File: src/rtl/core/bsrq_pkg.sv
// ============================================================================
// bsrq_pkg - shared types and constants for the bounded set with rank query
// Holds the sizes, operation codes, controller states and the command and
// status bundles between controller and datapath.
// ============================================================================
package bsrq_pkg;

    localparam int CAPACITY    = 256;
    localparam int VALUE_WIDTH = 32;
    localparam int ADDR_WIDTH  = $clog2(CAPACITY);
    localparam int COUNT_WIDTH = $clog2(CAPACITY + 1);
    localparam int MID_WIDTH   = COUNT_WIDTH + 1;

    // Port field widths
    localparam int FUNC_WIDTH      = 2;
    localparam int IN_VALUE_WIDTH  = 32;
    localparam int RANK_WIDTH      = 8;
    localparam int OUT_VALUE_WIDTH = 32;
    localparam int OUT_COUNT_WIDTH = 9;
    localparam int S_TDATA_WIDTH   = IN_VALUE_WIDTH + RANK_WIDTH;
    localparam int M_FIELDS_WIDTH  = OUT_VALUE_WIDTH + OUT_COUNT_WIDTH;
    localparam int M_TDATA_WIDTH   = ((M_FIELDS_WIDTH + 7) / 8) * 8;
    localparam int M_PAD_WIDTH     = M_TDATA_WIDTH - M_FIELDS_WIDTH;
    localparam int WIDE_WIDTH      = (COUNT_WIDTH > RANK_WIDTH) ? COUNT_WIDTH : RANK_WIDTH;

    typedef enum logic [FUNC_WIDTH-1:0] {
        FUNC_INSERT   = 2'd0,
        FUNC_ERASE    = 2'd1,
        FUNC_CONTAINS = 2'd2,
        FUNC_GET      = 2'd3
    } func_t;

    typedef enum logic [2:0] {
        ST_IDLE,
        ST_SEARCH,
        ST_SEARCH_CMP,
        ST_SHIFT,
        ST_SHIFT_WR,
        ST_GET_RD,
        ST_RESP
    } state_t;

    typedef struct packed {
        logic load_in;
        logic search_init;
        logic search_rd;
        logic search_cmp;
        logic decide;
        logic get_rd;
        logic shift_init;
        logic shift_rd;
        logic shift_wr;
        logic finish;
        logic load_out;
    } cmd_t;

    typedef struct packed {
        logic search_active;
        logic modify;
        logic shift_more;
        logic out_free;
    } status_t;

endpackage

File: src/rtl/core/bsrq_ctrl.sv
// ============================================================================
// bsrq_ctrl - operation sequencer
// Steps the datapath through search, shift and lookup for one transaction.
// ============================================================================
module bsrq_ctrl (
    input  logic                            aclk,
    input  logic                            aresetn,
    input  logic                            s_tvalid,
    input  logic [bsrq_pkg::FUNC_WIDTH-1:0] s_func,
    output logic                            s_tready,
    input  bsrq_pkg::status_t               status,
    output bsrq_pkg::cmd_t                  cmd
);
    import bsrq_pkg::*;

    state_t state_reg, state_next;

    always_ff @(posedge aclk) begin
        if (!aresetn) begin
            state_reg <= ST_IDLE;
        end else begin
            state_reg <= state_next;
        end
    end

    always_comb begin
        state_next = state_reg;
        cmd        = '0;
        s_tready   = 1'b0;
        case (state_reg)
            ST_IDLE: begin
                s_tready = 1'b1;
                if (s_tvalid) begin
                    cmd.load_in = 1'b1;
                    if (func_t'(s_func) == FUNC_GET) begin
                        state_next = ST_GET_RD;
                    end else begin
                        cmd.search_init = 1'b1;
                        state_next      = ST_SEARCH;
                    end
                end
            end
            ST_SEARCH: begin
                if (status.search_active) begin
                    cmd.search_rd = 1'b1;
                    state_next    = ST_SEARCH_CMP;
                end else begin
                    cmd.decide = 1'b1;
                    if (status.modify) begin
                        cmd.shift_init = 1'b1;
                        state_next     = ST_SHIFT;
                    end else begin
                        state_next = ST_RESP;
                    end
                end
            end
            ST_SEARCH_CMP: begin
                cmd.search_cmp = 1'b1;
                state_next     = ST_SEARCH;
            end
            ST_SHIFT: begin
                if (status.shift_more) begin
                    cmd.shift_rd = 1'b1;
                    state_next   = ST_SHIFT_WR;
                end else begin
                    cmd.finish = 1'b1;
                    state_next = ST_RESP;
                end
            end
            ST_SHIFT_WR: begin
                cmd.shift_wr = 1'b1;
                state_next   = ST_SHIFT;
            end
            ST_GET_RD: begin
                cmd.get_rd = 1'b1;
                cmd.decide = 1'b1;
                state_next = ST_RESP;
            end
            ST_RESP: begin
                if (status.out_free) begin
                    cmd.load_out = 1'b1;
                    state_next   = ST_IDLE;
                end
            end
            default: begin
                state_next = ST_IDLE;
            end
        endcase
    end

endmodule

File: config.mk
export PLATFORM = sky130hd
export DESIGN_NAME = bsrq_ctrl
export DESIGN_NICKNAME = d
export VERILOG_FILES = /design/src/rtl/core/bsrq_pkg.sv /design/src/rtl/core/bsrq_ctrl.sv
export SDC_FILE = /design/constraint.sdc
export NUM_CORES = 1
export LEC_CHECK = 0
export BUFFER_PORTS_ARGS = -buffer_cell sky130_fd_sc_hd__buf_2
export CAP_MARGIN = 10
export CELL_PAD_IN_SITES_DETAIL_PLACEMENT = 0
export CELL_PAD_IN_SITES_GLOBAL_PLACEMENT = 1
export CORE_AREA = 2 2 39 41
export CTS_CLUSTER_DIAMETER = 60
export DETAILED_ROUTE_END_ITERATION = 16
export DIE_AREA = 0 0 41 43
export PLACE_DENSITY_LB_ADDON = 0.08
export SYNTH_ARGS = -nofsm -noshare
export SYNTH_HDL_FRONTEND = slang
export SYNTH_SLANG_ARGS = --single-unit
File: constraint.sdc
create_clock -name aclk -period 2.55 [get_ports aclk]
set_clock_uncertainty 0.2 [all_clocks]
set_input_delay 0.255 -clock aclk [delete_from_list [all_inputs] [get_ports aclk]]
set_output_delay 0.255 -clock aclk [all_outputs]
set_load 0.03 [all_outputs]
Word-level counts from Yosys, hierarchy flattened
Index checks and enable logic that the tools add are counted.
Word-level totals
  register bits: 3
  bits in latches: 0
  RAM bits: 0
  bits in read-only memories: 0
  output and inout bits: 12
  memories: 0
Operators by class
  add/subtract/negate cells: 0
  $mul: 0
  div/mod/pow operators: 0
  $lt $le $gt $ge: 0
  eq/ne operators: 9
  shift operators: 0
  mux-type cells: 27
  bitwise operators: 0
  reduce and logical (&&, ||, !) cells: 2
Operators by type and width (number)
  $pmux 3 s7: 1
  $mux 1: 17
  $mux 3: 5
  $eq 3x3->1 const B: 3
  $eq 3x2->1 const B: 2
  $mux 2: 3
  $ne 2x2->1 const B: 2
  $eq 3x1->1 const B: 1
  $logic_not 3->1: 1
  $eq 2x2->1 const B: 1
  $pmux 1 s2: 1
  $reduce_and 2->1: 1

Longest topological paths before layout
Gate-level depths: netlist (run 1).
  depth in word-level cells: 4
  depth in mapped cells: 4

Worst setup path after synthesis (run 1)
OpenSTA, ideal clock, no wires.
  kind: reg-to-output
  start point: register state_reg[1]
  end point: output port cmd[9] (netlist name)
  arrival time: 1.603 ns
  required time: 2.095 ns
  path slack: 0.492 ns
  cell stages (with the launch flop): 4
  path buffers: 0
  cells stage by stage: dfxtp_1 > nor3_2 > and2_2 > a21boi_2
RTL lines
  start: declaration: line bsrq_ctrl.sv:16  | state_t state_reg, state_next;
  start signal: assignment: line bsrq_ctrl.sv:22  | state_reg <= state_next;
  end: declaration: line bsrq_ctrl.sv:12  | output bsrq_pkg::cmd_t cmd

==> results.txt, run 1 <==
At the pin with the least slew margin, the transition time is 0.423 ns. Of the total power, registers draw 27.1%. Summed over all cells, the static leakage comes to 0.205 nW. The global-route wire length before repair was 1070 um; the distinct cell type count after synthesis was 21. The tools report the number of routed nets with antenna violations as 0. Post-synthesis sequential area ratio: 23.8%. The number of nets produced by synthesis is 45. Setup repair after global routing left no endpoint under its margin.

Across every metal layer, demand over resource in global routing totals 8.93%. For the instance count after placement with tap cells included, the log shows 71. In this run the critical register-to-register path is launched from state_reg[2]$_SDFFE_PN0P_. The tools report the instance area after placement as 368 um2.

Clock-pin slew was measured on the worst setup and hold paths at 0.04 ns. Sorting the synthesized cells by area gives the leading types as sky130_fd_sc_hd__dfxtp_1 24%, sky130_fd_sc_hd__nor3_2 7.9%, sky130_fd_sc_hd__nor2_1 5.9%. Of the total power, combinational logic draws 39.8%. STA puts the critical path data arrival time at 1.41 ns. The part of the power in the clock network was 33.1%; the max-capacitance violation count was 0.

The post-CTS setup buffer count was 0; the total power density per cell area was 629 mW/mm2. The run finished with clean final reports. Internal power comes to 0.147 mW. The worst-case IR drop observed on VDD is 0.000156 V. The routed length on met3 is 65 um, and the number of placement rows is 14.

Entering global routing, the biggest net connects 13 pins. The highest metal layer carrying signal wires in the routed design is met3. The critical path is of the flip-flop to output port type. Worst setup path startpoint: state_reg[2]$_SDFFE_PN0P_. The required time of the critical path was 2.10 ns.

After detailed routing, the average wire length per cell comes to 9.79 um. In this design, the stage delay of the slowest critical-path cell is 0.57 ns. The worst register-to-register path has a depth of 4. The H-tree level count came out at 1. Critical-path cell with the highest stage delay: sky130_fd_sc_hd__dfxtp_1. The cell taking the most area after synthesis is sky130_fd_sc_hd__dfxtp_1. For the full die area, the log shows 0.00176 mm2.

The number of logic stages on the critical path including buffering works out to 4. Walking the worst path, the cells encountered are nor3_2, and2_2, a21boi_2, buf_2. For this run, the leading register cell type out of synthesis is sky130_fd_sc_hd__dfxtp_1. The total core area came out at 0.00138 mm2.

Yosys instantiated no cell more often than sky130_fd_sc_hd__nor2_1. Counting I/O delays and the setup requirement, the final critical path takes 1.87 ns. The run gives 0 as the final setup violation count. The post-route total power is 0.248 mW. The number of remaining DRC errors was 0.

The aggregate routed wire length came out at 734 um. The count of inserted antenna diode cells came out at 0. The clock sink count was 3; the post-route fraction of the period consumed by the critical path was 73.3%. The worst slew margin relative to its limit was 71.8%; the clock network latency to the later pin of the worst-skew pair was 0.23 ns.

The setup check on the worst reg-to-reg path leaves a slack of 1.16 ns. The number of port buffers came out at 20. For the final net count, the log shows 69.

Timing would allow up to 0.535 GHz. The initial antenna violation count came out at 0. Across all layers, the routed design uses 322 vias. Summed over its instances, the top area cell type makes up 23.8% of the synthesized netlist area. The cell count after synthesis came out at 36.

The finished layout holds 75 standard cells, fillers aside. Clock tree synthesis inserted a total of 3 buffers. The tools report the cell area after synthesis as 253 um2.

Die width: 41 um. The run gives 18.3% as the initial cell density of the core. The type of origin of the critical path was a flip-flop. Before CTS, the worst setup slack after placement is 0.915 ns. Dividing the detail-routed via count by the number of cells gives 4.29.

The average cell area after synthesis was 7.02 um2. The root cell of the clock tree was sky130_fd_sc_hd__clkbuf_4. 21 I/O pins were placed.

The floorplan step set the die height to 43 um. TritonCTS built the clock tree. The tools report the number of hold violations in the final report as 0.

The critical path ends at cmd[9]. Among cell families on the critical path, the largest total delay comes from flip-flops. The run gives 0 as the number of warnings printed during yosys synthesis. The min-delay analysis places its worst path in the category primary input to flip-flop. Hold repair after CTS inserted 0 buffers. After synthesis the netlist holds a flip-flop and latch count of 3. For this block, the initial DRC count from the detailed router was 2. Cells with a size suffix above 1 make up 45.8% of the layout. The number of instances resized during post-cts repair was 0. The count of final max-slew check failures was 0.

For the met2 wire length, the log shows 305 um. The tools report the remaining global-route overflow as 0. After detailed routing, the wire length on met1 is 363 um. The net switching component of the power came out at 0.101 mW. In this run the critical register-to-register path is captured at state_reg[2]$_SDFFE_PN0P_. The number of enable-type register cells in the synthesized netlist is 0.

For this run, asynchronously set or reset flops after synthesis account for 0%. The final weighted congestion of routability-driven global placement came out at 0.609. Summing all non-filler instances in the final layout gives an area of 394 um2. For the final routed database, the setup TNS stands at 0 ns. The synthesis-to-layout area growth came out at 55.9%. Of all nets on the critical path, the largest fanout is 12. The number of buffers and inverters on the critical path works out to 1. Kind of end point of the critical path: an output port.

The via count of the first global-routing pass is 274. No sink is reached through more buffers than the 2 on the longest clock path. In this run switching power makes up 40.8% of total power. Detailed-router iteration count before antenna repair: 2. The layout has 161 filler cells.

The HPWL after detailed placement is 572 um, and the number of flip-flops in the largest register is 3. Setup slack on the critical path of the routed design comes to 0.682 ns. Counting instances in the post-synthesis netlist gives the leading cell types as 4 x sky130_fd_sc_hd__nor2_1, 3 x sky130_fd_sc_hd__dfxtp_1, 3 x sky130_fd_sc_hd__nand2_1.
-- per-stage QoR --
step / hold slack [ns] / util (%)
6_report: 0.0301 / 28.5
5_1_grt: 0.0345 / 28.5
4_1_cts: 0.0251 / 28.5
3_5_place_dp: 0.270 / 26.6
3_3_place_gp: 0.270 / 26.6
2_1_floorplan: 0.149 / -
-- worst register-to-register path, cell delays in order (launching register included) --
cell,delay [ns]
sky130_fd_sc_hd__dfxtp_1,0.57
sky130_fd_sc_hd__nor3_2,0.10
sky130_fd_sc_hd__and3_1,0.20
sky130_fd_sc_hd__a31oi_1,0.14
sky130_fd_sc_hd__o21ai_1,0.07
-- cell usage in the layout (no fill, tap or decap), drive strengths merged --
cell    count
nor2b       1
dfxtp       3
a21oi       2
clkbuf      4
nand2b      2
nand3       1
nor3b       2
nor3        4
nor2        4
and2        2
buf        20
nand2       3
o21ai       3
nand4b      1
a21boi      1
a211oi      1
and3        2
inv         2
a31oi       1
-- final cells by class --
type | instances | area [um2] | area share [%]
inverter | 2 | 7.51 | 1.90
sequential | 3 | 60.1 | 15.2
clock buffer | 4 | 26.3 | 6.67
multi-input combinational | 30 | 180 | 45.7
timing repair buffer | 20 | 100 | 25.4
tap | 16 | 20.0 | 5.08
-- how the worst min path moves through the flow --
stage	startpoint	to	slack (ns)	depth (start not counted)
after floorplan	status[0]	state_reg[1]$_SDFFE_PN0P_	0.15	1
after global placement	status[0]	state_reg[1]$_SDFFE_PN0P_	0.27	2
after detailed placement	status[0]	state_reg[1]$_SDFFE_PN0P_	0.27	2
after CTS	status[0]	state_reg[1]$_SDFFE_PN0P_	0.03	2
after global routing	status[0]	state_reg[1]$_SDFFE_PN0P_	0.03	2
final	status[0]	state_reg[1]$_SDFFE_PN0P_	0.03	2
-- metal layers --
layer	GRT usage (%)	vias up
met5	0	-
li1	-	174
met1	12.2	133
met4	4.00	0
met2	12.2	15
met3	3.14	0
-- logic make-up (layout without fill, tap and decap cells) --
family                 Yosys count  after routing  synth area share (%)
buffers and inverters            3             26                  4.95
AOI/OAI and AO/OA                8              8                  19.8
DFF                              3              3                  23.8
and+or+nand+nor                 22             22                  51.5
-- power groups by stage --
stage               clock network (mW)  registers [mW]  logic [mW]
floorplan                            0          0.0612      0.0754
global placement                     0          0.0690       0.101
detailed placement                   0          0.0683      0.0998
CTS                             0.0860          0.0676       0.100
global route                    0.0913          0.0699       0.108
finish                          0.0821          0.0673      0.0986
Note: power is estimated with default switching activity, not from simulation.
==> run 2, diff against run 1 <==
- ABC_AREA: unset -> 1
- CORE_AREA: 2 2 39 41 -> 2 2 40 42
- DIE_AREA: 0 0 41 43 -> 0 0 42 44
- clock period: 2.55 -> 1.9 ns (I/O delays scaled with it)
==> results.txt, run 2 <==
Leaving out fill and tap cells, the most frequent cells in the layout are 20 x sky130_fd_sc_hd__buf_2, 11 x sky130_fd_sc_hd__inv_1, 11 x sky130_fd_sc_hd__nand2_1, 10 x sky130_fd_sc_hd__nor2_1, 5 x sky130_fd_sc_hd__nand3_1. The netlist uses 16 different library cells. Summed over all cells, the static leakage comes to 0.280 nW.

The run finished with clean final reports. Adding up every negative setup slack in the final design gives 0 ns. The type of the most critical hold path was primary input to flip-flop. The cell taking the most area after synthesis is sky130_fd_sc_hd__dfxtp_1. The post-route fraction of the period consumed by the critical path was 88.1%.

The Yosys step of the flow raised 0 warnings. For this configuration, the core starts out at a cell density of 20.5%. The first detailed-routing pass took 4 iterations. Once detailed placement completed, the half-perimeter wirelength came to 675 um.

Along the worst path, the maximum fanout reaches 6. Row generation in the floorplan step produced 14 rows. The cell that appears most often on the critical path is sky130_fd_sc_hd__nand2_1.

Dividing the detail-routed wire length by the instance count gives 8.70 um. For the remaining global-route overflow, the log shows 0. From bottom edge to top edge, the die measures 44 um. Summing every instance area after synthesis gives 290 um2.

Area of all placed cells without fillers: 440 um2. The first global-routing pass estimated 1430 um of wire. The longest clock path from root to sink contains 2 buffers.

The die covers 0.00185 mm2. The count of final max-slew check failures came out at 0. In this run, synthesis inferred 0 flip-flops with an integrated enable.

The logs give 79.3% for the worst slew margin relative to its limit and 818 um for the aggregate routed wire length. The average cell area after synthesis is 5.28 um2. TritonCTS built the clock tree. The number of routed nets with antenna violations is 0.

The clock-pin slew on the worst setup and hold paths was 0.04 ns. For the post-synthesis sequential area ratio, the log shows 20.7%. The tools report the root cell of the clock tree as sky130_fd_sc_hd__clkbuf_4. Setup violations remaining at the end of the flow were counted as 0. The fraction of final layout cells sized beyond drive strength 1 works out to 37.2%. The number of nets handed over by synthesis was 64. Buffers placed on the I/O ports in this run total 20. At the later pin of the worst-skew pair, clock insertion delay measures 0.23 ns.

The number of buffers and inverters on the critical path came out at 2. Most common library cell in the layout ignoring fill and taps: sky130_fd_sc_hd__buf_2. For this run, asynchronously set or reset flops after synthesis account for 0%. For this design the top-level I/O count stands at 21. After synthesis, the most frequently instantiated cells are 11 x sky130_fd_sc_hd__inv_1, 11 x sky130_fd_sc_hd__nand2_1, 10 x sky130_fd_sc_hd__nor2_1, 5 x sky130_fd_sc_hd__nand3_1, 5 x sky130_fd_sc_hd__nor3_1.

Critical path arrival: 1.28 ns. The worst setup path is captured at an output port. At the placement stage, the worst setup path has a slack of 0.337 ns.

The number of flip-flops and latches in the synthesized netlist works out to 3. The critical path goes through nand2_1, nor2_1, nand2_1, inv_1, buf_2. The tools report the H-tree level count as 1.

Entering global routing, the biggest net connects 11 pins. At the pin with the least slew margin, the transition time is 0.310 ns. The total core area is 0.00142 mm2, and the DRC violation total after the first TritonRoute iteration is 3. At the end of routability-driven placement, the weighted congestion stood at 0.672. After filler insertion, the fill cell instance count of the layout stands at 173.

The tools report the type of origin of the critical path as a flip-flop. The tools report the post-CTS setup buffer count as 0. Across the VDD grid, the largest voltage drop is 0.000257 V. The clock net in this run drives a total of 3 sinks. The final route contains 392 vias.

Post-route total power: 0.379 mW. The critical-path cell with the highest stage delay is sky130_fd_sc_hd__dfxtp_1. The placed instances occupy a cell area of 403 um2. At the worst endpoint, the required time is 1.51 ns.

0 antenna diodes ended up in the layout. The die is 42 um wide. The tools report the overall fraction of global-route tracks in use as 10.2%. The setup path with the least slack is of type flip-flop to output port. The total clock buffers created by CTS was 3. The peak per-stage delay on the critical path was 0.48 ns. Yosys attributes the largest share of cell area to sky130_fd_sc_hd__dfxtp_1 21%, sky130_fd_sc_hd__inv_1 14%, sky130_fd_sc_hd__nand2_1 14%. The fmax is 0.597 GHz.

For the worst hold slack across all endpoints, the log shows 0.0696 ns. The area growth from synthesis to layout is 51.7%. The via count of the first global-routing pass came out at 351.

In the synthesized netlist the dominant register cell turns out to be sky130_fd_sc_hd__dfxtp_1. The portion of synthesized cell area occupied by the leading cell type was 20.7%; the via-per-instance ratio was 4.17. The number of remaining DRC errors was 0; the number of hold violations in the final report was 0. The cell class contributing the biggest share of worst-path delay was flip-flops. Setup repair after global routing left no endpoint under its margin.

The final net count is 88, and the total power density per cell area is 860 mW/mm2. The register with the most flip-flops in the layout has 3 of them. The setup check on the worst reg-to-reg path leaves a slack of 0.55 ns. In the synthesized netlist, the number of instances is 55.

Setup slack closes at 0.226 ns. For the initial antenna violation count, the log shows 0. The max-capacitance violation count was 0. For the finished layout, the period the worst path requires is 1.67 ns.
-- run 2: final timing paths --
kind,endpoint,startpoint,cells after the start
worst max register to register,state_reg[0]$_SDFFE_PN0P_,state_reg[2]$_SDFFE_PN0P_,6
worst min-delay path,state_reg[2]$_SDFFE_PN0P_,status[0],4
worst max-delay path,cmd[1],state_reg[1]$_SDFFE_PN0P_,5
worst min register to register,state_reg[0]$_SDFFE_PN0P_,state_reg[0]$_SDFFE_PN0P_,2
-- run 2: cell families after synthesis --
kind of cell | after synthesis | synth area share (%)
AND/OR/NAND/NOR | 35 | 54.3
buffers and inverters | 14 | 19.8
flip-flops | 3 | 20.7
AO/OA/AOI/OAI | 3 | 5.17
-- run 2: per-layer routing --
metal | vias up | GRT usage (%) | wire (um)
met5 | - | 0 | 0
met1 | 161 | 14.4 | 379
met4 | 0 | 3.87 | 0
met2 | 17 | 14.1 | 373
met3 | 0 | 3.75 | 65
li1 | 214 | - | -
-- run 2: stage by stage --
| step | util, % | cells |
|---|---|---|
| 2_1_floorplan | - | 55 |
| 3_3_place_gp | 28.4 | 89 |
| 3_5_place_dp | 28.4 | 89 |
| 4_1_cts | 31.0 | 94 |
| 5_1_grt | 31.0 | 94 |
| 6_report | 31.0 | 94 |
-- run 2: what timing repair did --
item,CTS,global route
endpoints found under the setup margin,0,2
resized for setup,0,1
hold buffers,1,0
hold endpoints to repair,1,0
-- run 2: area by class of cell --
| cell class | instances | area [um2] | share of cell area, % |
|---|---|---|---|
| multi-input cells | 38 | 178 | 40.3 |
| flip-flops and latches | 3 | 61.3 | 13.9 |
| inverters | 12 | 45.0 | 10.2 |
| repair buffers | 21 | 110 | 25.0 |
| well taps | 16 | 20.0 | 4.55 |
| clock buffers | 4 | 26.3 | 5.97 |
-- run 2: where the power goes --
group          leakage (nW)  switching (mW)  internal [mW]
Combinational         0.240           0.114         0.0550
Clock                0.0150          0.0331         0.0787
Sequential           0.0250          0.0237         0.0738
-- run 2: worst min-delay path, cell delays in order --
cell	delay [ns]
sky130_fd_sc_hd__buf_2	0.08
sky130_fd_sc_hd__inv_1	0.05
sky130_fd_sc_hd__nand3_1	0.09
sky130_fd_sc_hd__nand2_1	0.05
==> run 3, diff against run 2 <==
- clock period: 1.9 -> 1.7 ns (I/O delays scaled with it)
==> results.txt, run 3 (synthesis gave the netlist of run 2 again) <==
The worst setup path is captured at an output port. The HPWL after detailed placement is 698 um, and the instance area after placement is 425 um2. The startpoint of the worst register-to-register path was state_reg[0]$_SDFFE_PN0P_. The number of remaining DRC errors was 0. The tools report the clock network latency to the later pin of the worst-skew pair as 0.24 ns. Tracing the worst setup path back leads to its startpoint at state_reg[1]$_SDFFE_PN0P_. Of the available clock period, the critical path in the final layout requires 94.0%. The top cell types in the final layout, fill and taps aside, are 19 x sky130_fd_sc_hd__buf_2, 11 x sky130_fd_sc_hd__inv_1, 11 x sky130_fd_sc_hd__nand2_1, 9 x sky130_fd_sc_hd__nor2_1, 5 x sky130_fd_sc_hd__nand3_1. The run gives 0.246 mW as the internal power contribution. In this run the power spent charging and discharging nets is 0.204 mW. Remaining global-route overflow: 0. TritonCTS created 3 clock buffers. The setup path with the least slack is of type flip-flop to output port. The total area of multi-input combinational cells came out at 193 um2. In this run, the number of DRC markers left after iteration 0 of detailed routing was 13. The area of all placed cells without fillers is 470 um2. In the routed layout, each cell is associated on average with a via count of 4.35. Setup repair after global routing left no endpoint under its margin.

For this run, the post-layout net count is 89. The longest clock path from root to sink contains 2 buffers. The initial cell density of the core is 20.5%. The root cell of the clock tree is sky130_fd_sc_hd__clkbuf_4. Per report_power, the combinational group accounts for 46.8% of the total. The via count was 413; the detailed-route wire length per cell was 8.93 um. 0 antenna diodes ended up in the layout. Worst IR drop on VDD: 0.000276 V. The logs give 10.0% for the overall fraction of global-route tracks in use and 0 for the initial antenna violation count. At the end of routability-driven placement, the weighted congestion stood at 0.690.

The H-tree level count is 1, and the via count of the first global-routing pass is 369. From synthesis to final layout, the design area changed by 62.1%. Sequential fraction of design power: 24.7%. The worst setup path is launched from a flip-flop.

The clock-pin slew on the worst setup and hold paths was 0.04 ns; the clock sink count was 3. TritonCTS built the clock tree. The register cell area after layout was 66.3 um2; the biggest fanout along the worst timing path was 6. In this run the worst hold path is classified as primary input to flip-flop. The run gives 0 as the post-CTS setup buffer count. The logs give 0 for the max-capacitance violation count and 0 for the number of routed nets with antenna violations.

For the final routed database, the setup TNS stands at 0 ns. For the number of placement rows, the log shows 14. The vertical die dimension is 44 um, and the count of final max-slew check failures is 0.

The part of the power in the clock network is 28.6%, and the number of hold violations in the final report is 0. The slew at the pin closest to its max-slew limit came out at 0.175 ns. Measured against its own limit, the worst slew margin works out to 88.2%.

Of the total power, the share spent switching nets is 45.3%. Subtracting the final worst setup slack from the clock period gives 1.60 ns. For this design the top-level I/O count stands at 21.

The first global-routing pass estimated 1390 um of wire. The run gives 4 as the detailed-router iteration count before antenna repair. The reported leakage power was 0.289 nW; the die width was 42 um. The core region is 0.00142 mm2. The filler cells instantiated in the layout total 172. Static timing analysis puts the maximum clock frequency at 0.626 GHz. The run gives 0.00185 mm2 as the full die area. The fraction of final layout cells sized beyond drive strength 1 works out to 41.8%. The library cell used most frequently in the layout, excluding fill and tap cells, is sky130_fd_sc_hd__buf_2.

The total power density per cell area came out at 955 mW/mm2. During placement, the flow inserted port buffers numbering 20. The tools report the critical path arrival as 1.23 ns.

The worst hold slack across all endpoints came out at 0.0392 ns. The startpoint of the tightest hold check path was status[0]. The run finished with clean final reports. The final setup violation count was 0.

Wires add up to 848 um. Data on the critical path is required at its endpoint by 1.33 ns. Entering global routing, the biggest net connects 9 pins. The register with the most flip-flops in the layout has 3 of them.
==> run 3: worst paths after layout <==
kind	end	slack, ns	cells past startpoint
worst max register to register	state_reg[0]$_SDFFE_PN0P_	0.43	6
worst max-delay path	cmd[9]	0.10	4
worst min register to register	state_reg[0]$_SDFFE_PN0P_	0.38	2
worst min-delay path	state_reg[2]$_SDFFE_PN0P_	0.04	4
==> run 3: final cells by class <==
class | instances | area share, %
clock buffers | 4 | 5.59
well taps | 16 | 4.26
inverters | 12 | 9.57
multi-input cells | 38 | 41.0
repair buffers | 22 | 25.5
flip-flops and latches | 3 | 14.1
==> run 3: layer usage <==
metal / vias up / track usage, % / part of all wire [%]
met5: - / 0 / 0
met4: 0 / 7.74 / 2.5
met3: 3 / 1.25 / 6.1
met2: 18 / 16.9 / 45
met1: 176 / 11.5 / 46
li1: 216 / - / -
==> run 3: power groups by stage <==
stage	logic, mW	clock network (mW)	registers, mW
finish	0.210	0.128	0.111
detailed placement	0.210	0	0.109
floorplan	0.173	0	0.0908
global placement	0.213	0	0.109
CTS	0.213	0.132	0.109
global route	0.233	0.140	0.113
==> run 3: metrics by stage <==
step,power (mW),cells,setup WS [ns],utilization (%)
5_1_grt,0.486,95,0.0313,33.2
3_5_place_dp,0.319,90,0.231,30.0
2_1_floorplan,0.264,55,0.0818,-
4_1_cts,0.454,95,0.0291,32.6
6_report,0.449,95,0.101,33.2
3_3_place_gp,0.322,90,0.217,30.0
==> run 3: timing repair <==
item	4_1_cts	5_1_grt
pin swaps	0	0
hold buffers	1	0
setup endpoints to repair	2	7
gates resized for setup	1	5
hold endpoints to repair	1	0
==> run 3: critical path: stages (launching register included) <==
cell and delay (ns):
sky130_fd_sc_hd__dfxtp_2 0.36, sky130_fd_sc_hd__nor3_4 0.21, sky130_fd_sc_hd__inv_1 0.11, sky130_fd_sc_hd__nor3_4 0.10, sky130_fd_sc_hd__buf_2 0.21
